## src/hdl/wdts_pkg.sv

```systemverilog
`default_nettype none
package wdts_pkg;

  localparam int unsigned SAMPLE_W    = 21;
  localparam int unsigned WL_W        = 7;
  localparam logic [WL_W-1:0] WL_RESET = 7'd7;
  localparam int unsigned IN_TDATA_W  = 24;
  localparam int unsigned OUT_TDATA_W = 88;
  localparam int unsigned MEAN_W      = 21;
  localparam int unsigned PCT_W       = 21;
  localparam int unsigned SPREAD_W    = 20;
  localparam int unsigned COUNT_W     = 16;
  localparam int unsigned PCT_SCALE   = 100;
  localparam int unsigned ABS_DIFF_W  = 21;
  localparam int unsigned SCALED_W    = 28;
  localparam int unsigned PCT_NUM_W   = 30;
  localparam logic [PCT_W-1:0]    PCT_LIMIT  = 21'd1000000;
  localparam logic [SPREAD_W-1:0] SPREAD_MAX = 20'hFFFFF;
  localparam logic [COUNT_W-1:0]  COUNT_MAX  = 16'hFFFF;

  typedef struct packed {
    logic accept;
    logic scan;
    logic math1;
    logic math2;
    logic div_pct;
    logic div_sd;
    logic finish;
  } wdts_cmd_t;

  typedef struct packed {
    logic scan_last;
    logic busy;
  } wdts_stat_t;

endpackage
`default_nettype wire

```

## src/hdl/wdts_ctrl.sv

```systemverilog
`default_nettype none
module wdts_ctrl (
  input  wire logic               clk_i,
  input  wire logic               rst_ni,
  input  wire logic               in_valid_i,
  output logic                    in_ready_o,
  output logic                    out_valid_o,
  input  wire logic               out_ready_i,
  input  wire wdts_pkg::wdts_stat_t stat_i,
  output wdts_pkg::wdts_cmd_t     cmd_o
);
  import wdts_pkg::*;

  typedef enum logic [2:0] {
    ST_IDLE,
    ST_SCAN,
    ST_MATH1,
    ST_MATH2,
    ST_WAIT_A,
    ST_WAIT_B,
    ST_WAIT_C,
    ST_FIN
  } state_e;

  state_e state_q, state_d;
  logic   out_valid_q, out_valid_d;
  logic   out_free;

  assign out_free = !out_valid_q || out_ready_i;

  always_comb begin
    state_d     = state_q;
    out_valid_d = out_valid_q;
    cmd_o       = '0;
    if (out_valid_q && out_ready_i) begin
      out_valid_d = 1'b0;
    end
    case (state_q)
      ST_IDLE: begin
        if (in_valid_i) begin
          cmd_o.accept = 1'b1;
          state_d      = ST_SCAN;
        end
      end
      ST_SCAN: begin
        cmd_o.scan = 1'b1;
        if (stat_i.scan_last) begin
          state_d = ST_MATH1;
        end
      end
      ST_MATH1: begin
        cmd_o.math1 = 1'b1;
        state_d     = ST_MATH2;
      end
      ST_MATH2: begin
        cmd_o.math2 = 1'b1;
        state_d     = ST_WAIT_A;
      end
      ST_WAIT_A: begin
        if (!stat_i.busy) begin
          cmd_o.div_pct = 1'b1;
          state_d       = ST_WAIT_B;
        end
      end
      ST_WAIT_B: begin
        if (!stat_i.busy) begin
          cmd_o.div_sd = 1'b1;
          state_d      = ST_WAIT_C;
        end
      end
      ST_WAIT_C: begin
        if (!stat_i.busy) begin
          state_d = ST_FIN;
        end
      end
      ST_FIN: begin
        if (out_free) begin
          cmd_o.finish = 1'b1;
          out_valid_d  = 1'b1;
          state_d      = ST_IDLE;
        end
      end
      default: begin
        state_d = ST_IDLE;
      end
    endcase
  end

  always_ff @(posedge clk_i or negedge rst_ni) begin
    if (!rst_ni) begin
      state_q     <= ST_IDLE;
      out_valid_q <= 1'b0;
    end else begin
      state_q     <= state_d;
      out_valid_q <= out_valid_d;
    end
  end

  assign in_ready_o  = (state_q == ST_IDLE);
  assign out_valid_o = out_valid_q;

endmodule
`default_nettype wire

```

## config.mk

```make
export PLATFORM = sky130hd
export DESIGN_NAME = wdts_ctrl
export DESIGN_NICKNAME = d
export VERILOG_FILES = /design/src/hdl/wdts_pkg.sv /design/src/hdl/wdts_ctrl.sv
export SDC_FILE = /design/constraint.sdc
export NUM_CORES = 1
export LEC_CHECK = 0
export BUFFER_PORTS_ARGS = -buffer_cell sky130_fd_sc_hd__clkbuf_2
export CAP_MARGIN = 0
export CORE_AREA = 4 4 41 43
export DETAILED_ROUTE_END_ITERATION = 7
export DIE_AREA = 0 0 45 47
export PLACE_DENSITY = 0.49
export RECOVER_POWER = 100
export REMOVE_ABC_BUFFERS = 1
export SLEW_MARGIN = 20
export SYNTH_ARGS = -nofsm -noshare
export SYNTH_HDL_FRONTEND = slang
export SYNTH_SLANG_ARGS = --single-unit
```

## constraint.sdc

```tcl
create_clock -name clk_i -period 2.3 [get_ports clk_i]
set_input_delay 0.23 -clock clk_i [delete_from_list [all_inputs] [get_ports clk_i]]
set_output_delay 0.23 -clock clk_i [all_outputs]
set_load 0.05 [all_outputs]
```

**Word-level counts from Yosys, hierarchy flattened**

Cells that the tools add are included.

- Reduce and logical (&&, ||, !) cells: 5
- Equality and inequality tests: 13
- Mux-type cells: 20

Operators with widths:

| cell | count |
|---|---|
| case mux 3 bit (8 select lines) | 1 |
| two-way mux 3 bit | 6 |
| two-way mux 1 bit | 13 |
| equality test 3 bit (second input constant) | 4 |
| != test 2 bit (second input constant) | 6 |
| equality test 3 x 2 -> 1 bit (second input constant) | 2 |
| AND reduction 6 bit | 1 |
| equality test 3 x 1 -> 1 bit (second input constant) | 1 |
| zero test 3 bit | 1 |
| logical AND 1 bit | 1 |
| zero test 1 bit | 1 |
| logical OR 1 bit | 1 |

- Input port bits: 6
- Register bits after elaboration: 4
- Logic and storage cells: 40
- Output and inout bits: 9

**Longest topological paths before layout**

- Depth in word-level cells: 4
- Depth in mapped cells: 6
- Depth with buffers taken out: 6

**Worst setup path before layout**

No wires, ideal clock.

- Path kind: flip-flop to output port
- From: reg state_q[0]
- To: out cmd_o[6] (netlist bit)
- Path buffers: 0
- Cell stages (with the launch flop): 5
- Data required time: 2.070 ns
- Setup slack: 0.082 ns
- Arrival time: 1.988 ns
- Path through: dfrtp_1 -> inv_1 -> ha_1 -> nor2b_1 -> and2_1

RTL lines:

| what | RTL line | RTL |
|---|---|---|
| start: declaration | wdts_ctrl.sv:25 | `state_e state_q, state_d;` |
| start signal: assignment | wdts_ctrl.sv:94 | `state_q <= state_d;` |
| end: declaration | wdts_ctrl.sv:10 | `output wdts_pkg::wdts_cmd_t cmd_o` |

**Worst setup path after layout**

- From: reg state_q[0]
- To: out in_ready_o

- Word-level cells in the longest chain between the ends: 1

Ends and longest elaborated chain:

| what | RTL line | RTL |
|---|---|---|
| zero test 3 bit | wdts_ctrl.sv:99 | `assign in_ready_o = (state_q == ST_IDLE);` |
| end: declaration | wdts_ctrl.sv:6 | `output logic in_ready_o,` |

No other way between the ends.

==> summary.md <==
| Metric | Value |
|---|---|
| Worst min-delay path category | input pin to flop |
| Crit path max fanout | 6 |
| Layout cell share with drive strength beyond 1 | between 10% and 20% |
| Synth Flop Type | dfrtp_1 |
| Synth cell count leaders | nor2b_1 (5), dfrtp_1 (4), ha_1 (4), nand2_1 (4), nand2b_1 (3) |
| Kind of end point of the critical path | primary output |
| Via count | slightly below 300 |
| Hold slack | 320 ps |
| Buffers on Ports | 14 |
| Io pins | 15 |
| Reg clk slew, reported paths | 40 ps |
| 1st-pass router iterations | 2 |
| Worst-Margin Slew | 602 ps |
| Largest net degree at the start of global routing | 13 |
| Sequential area share after synthesis | 30.9% |
| Crit path launch | state_q[0]$_DFFE_PN0P_ |
| Seq cells post-synth | 4 |
| Post-Synthesis Cell Area | roughly 320 um^2 |
| Final setup violation count | 0 |
| Finished Core Util | 33.1% |
| Synth area leader | dfrtp_1 |
| Netlist cell types | 19 |
| Post-layout net count | 65 |
| Routed len/inst | about 9.5 um |
| Skew final | between 2 and 3 ps |
| Count leader, synth | nor2b_1 |
| CTS H-tree depth | 1 |
| Bufs on Longest Clock Path | 2 |
| Worst skew pair latency | ~230 ps |
| Chip Width | 45 um |
| First-pass GRT wire length | between 1000 and 1500 um |
| # Post-CTS Setup Buffers | 0 |
| Detail Placement HPWL | 533 um |
| Syn Inst Count | 36 |
| Synth-to-layout area growth | 32.8% |
| Worst EP required | 2070 ps |
| Antenna violations before repair | 0 |
| Die Area | 2120 um^2 |
| Post-synth top area share | 30.9% |
| Total grt overflow | 0 |
| Slew Viols, Final | 0 |
| Yosys warning count | 0 |
| Fin crit share | 81.8% |
| Row cnt | 13 |
| N_diodes | 0 |
| Fin crit period | 1880 ps |
| Syn_area_per_cell | 9.00 um^2 |
| Critical path class | flop to primary output |
| EDFF count, synth | 0 |
| Die H | roughly 47 um |
| DRC viols | 0 |
| Root Driver | clkbuf_4 |
| FFs w/ async S/R, synth | 100% |
| Vias in the first global route | around 280 |
| Core Footprint | 1300 um^2 |
| Setup TNS | 0 ps |
| GRT Total Usage | around 7.6% |
| Num CTS Buffers | 3 |
| Post-Route WL | about 650 um |
| Starting DRC count in detailed routing | 1 |
| Top cells by area, synth | dfrtp_1 (31%), ha_1 (15%), nor2b_1 (9.7%) |
| Fmax | ~530 MHz |
| GPL Wtd Cong | between 0.6 and 0.7 |
| Placed Instance Area | between 400 and 500 um^2 |
| Initial core utilization | between 20% and 30% |
| Max-slew headroom | between 60% and 70% |
| Final instance area | 430 um^2 |
| # Max-Cap Violations | 0 |
| Antenna Nets Post-Route | 0 |
| Avg Vias per Cell | ~4.3 |
| CTS Sinks | 4 |
| Hold path start | out_ready_i |
| Status | complete, no violations |
| CTS tree | yes |
| Fin. Hold Viols | 0 |
| Startpoint Class | flop |
| Unrepaired setup endpoints after global routing | no |
| Critical Path AT | 1650 ps |
| FF-to-FF Start | state_q[0]$_DFFE_PN0P_ |
[critical path: stages (launching register included)]
cell,delay (ps)
dfrtp_1,390
inv_1,100
ha_1,260
nor2b_1,190
clkbuf_1,490
[area by class of cell]
type                       count  area, um^2
clock buffer                   3        22.5
inverter                       2        7.51
multi-input combinational     29         213
timing repair buffer          15        68.8
tap                           15        18.8
fill                         153         871
sequential                     4         100
[path summary, 6_finish.rpt]
path	depth (start not counted)	slack, ps	to
min in group asynchronous	2	360	state_q[2]$_DFFE_PN0P_
max in group asynchronous	2	1760	state_q[1]$_DFFE_PN0P_
worst min register to register	2	540	out_valid_o$_DFF_PN0_
worst max register to register	6	490	state_q[1]$_DFFE_PN0P_
worst max-delay path	4	420	in_ready_o
worst min-delay path	3	320	out_valid_o$_DFF_PN0_
[cell families (layout without fill, tap and decap cells)]
logic type | after synthesis | count (layout) | synth area share (%)
AND/OR/NAND/NOR | 17 | 17 | 30.5
AO/OA/AOI/OAI | 6 | 6 | 13.1
adder cells (fa/ha/maj) | 4 | 4 | 15.4
flip-flops | 4 | 4 | 30.9
buffers and inverters | 3 | 20 | 3.47
multiplexers | 2 | 2 | 6.56
[stage by stage]
stage / setup slack [ps] / std cells
CTS: 483 / 68
global route: 301 / 68
floorplan: 81.9 / 35
global placement: 617 / 64
finish: 418 / 68
detailed placement: 585 / 64
[state kept, by name, summed over array words and instances, names as in the netlist]
signal and flops:
state_q 3, out_valid_o 1
[what timing repair did]
action	in CTS	in global routing
resized for setup	0	0
hold buffers	1	0
hold endpoints to repair	4	0
[routing by layer]
layer	GRT usage, %	share of wire [%]	vias to the layer above
li1	-	-	156
met1	9.66	47	126
met2	10.5	44	7
met3	5.36	8.4	0
met4	1.75	0	0
met5	0	0	-
[cells in the final DEF (no fill, tap or decap)]
| cell | count |
|---|---|
| a211oi_1 | 1 |
| nor2_1 | 1 |
| clkbuf_4 | 3 |
| nand2b_1 | 3 |
| dfrtp_1 | 4 |
| inv_1 | 2 |
| dlygate4sd3_1 | 1 |
| o31ai_1 | 1 |
| o21ai_0 | 1 |
| nor2_2 | 1 |
| a21oi_1 | 1 |
| o311ai_0 | 1 |
| clkbuf_2 | 5 |
| a21oi_2 | 1 |
| mux2i_1 | 1 |
| nand2_1 | 4 |
| ha_1 | 4 |
| nor2b_1 | 5 |
| clkbuf_1 | 9 |
| mux2_1 | 1 |
| and2_1 | 1 |
| and3b_1 | 2 |
Power is left out: the tool's default activity adds up to more than one toggle a clock period on the data nets, which glitch-free logic cannot reach.
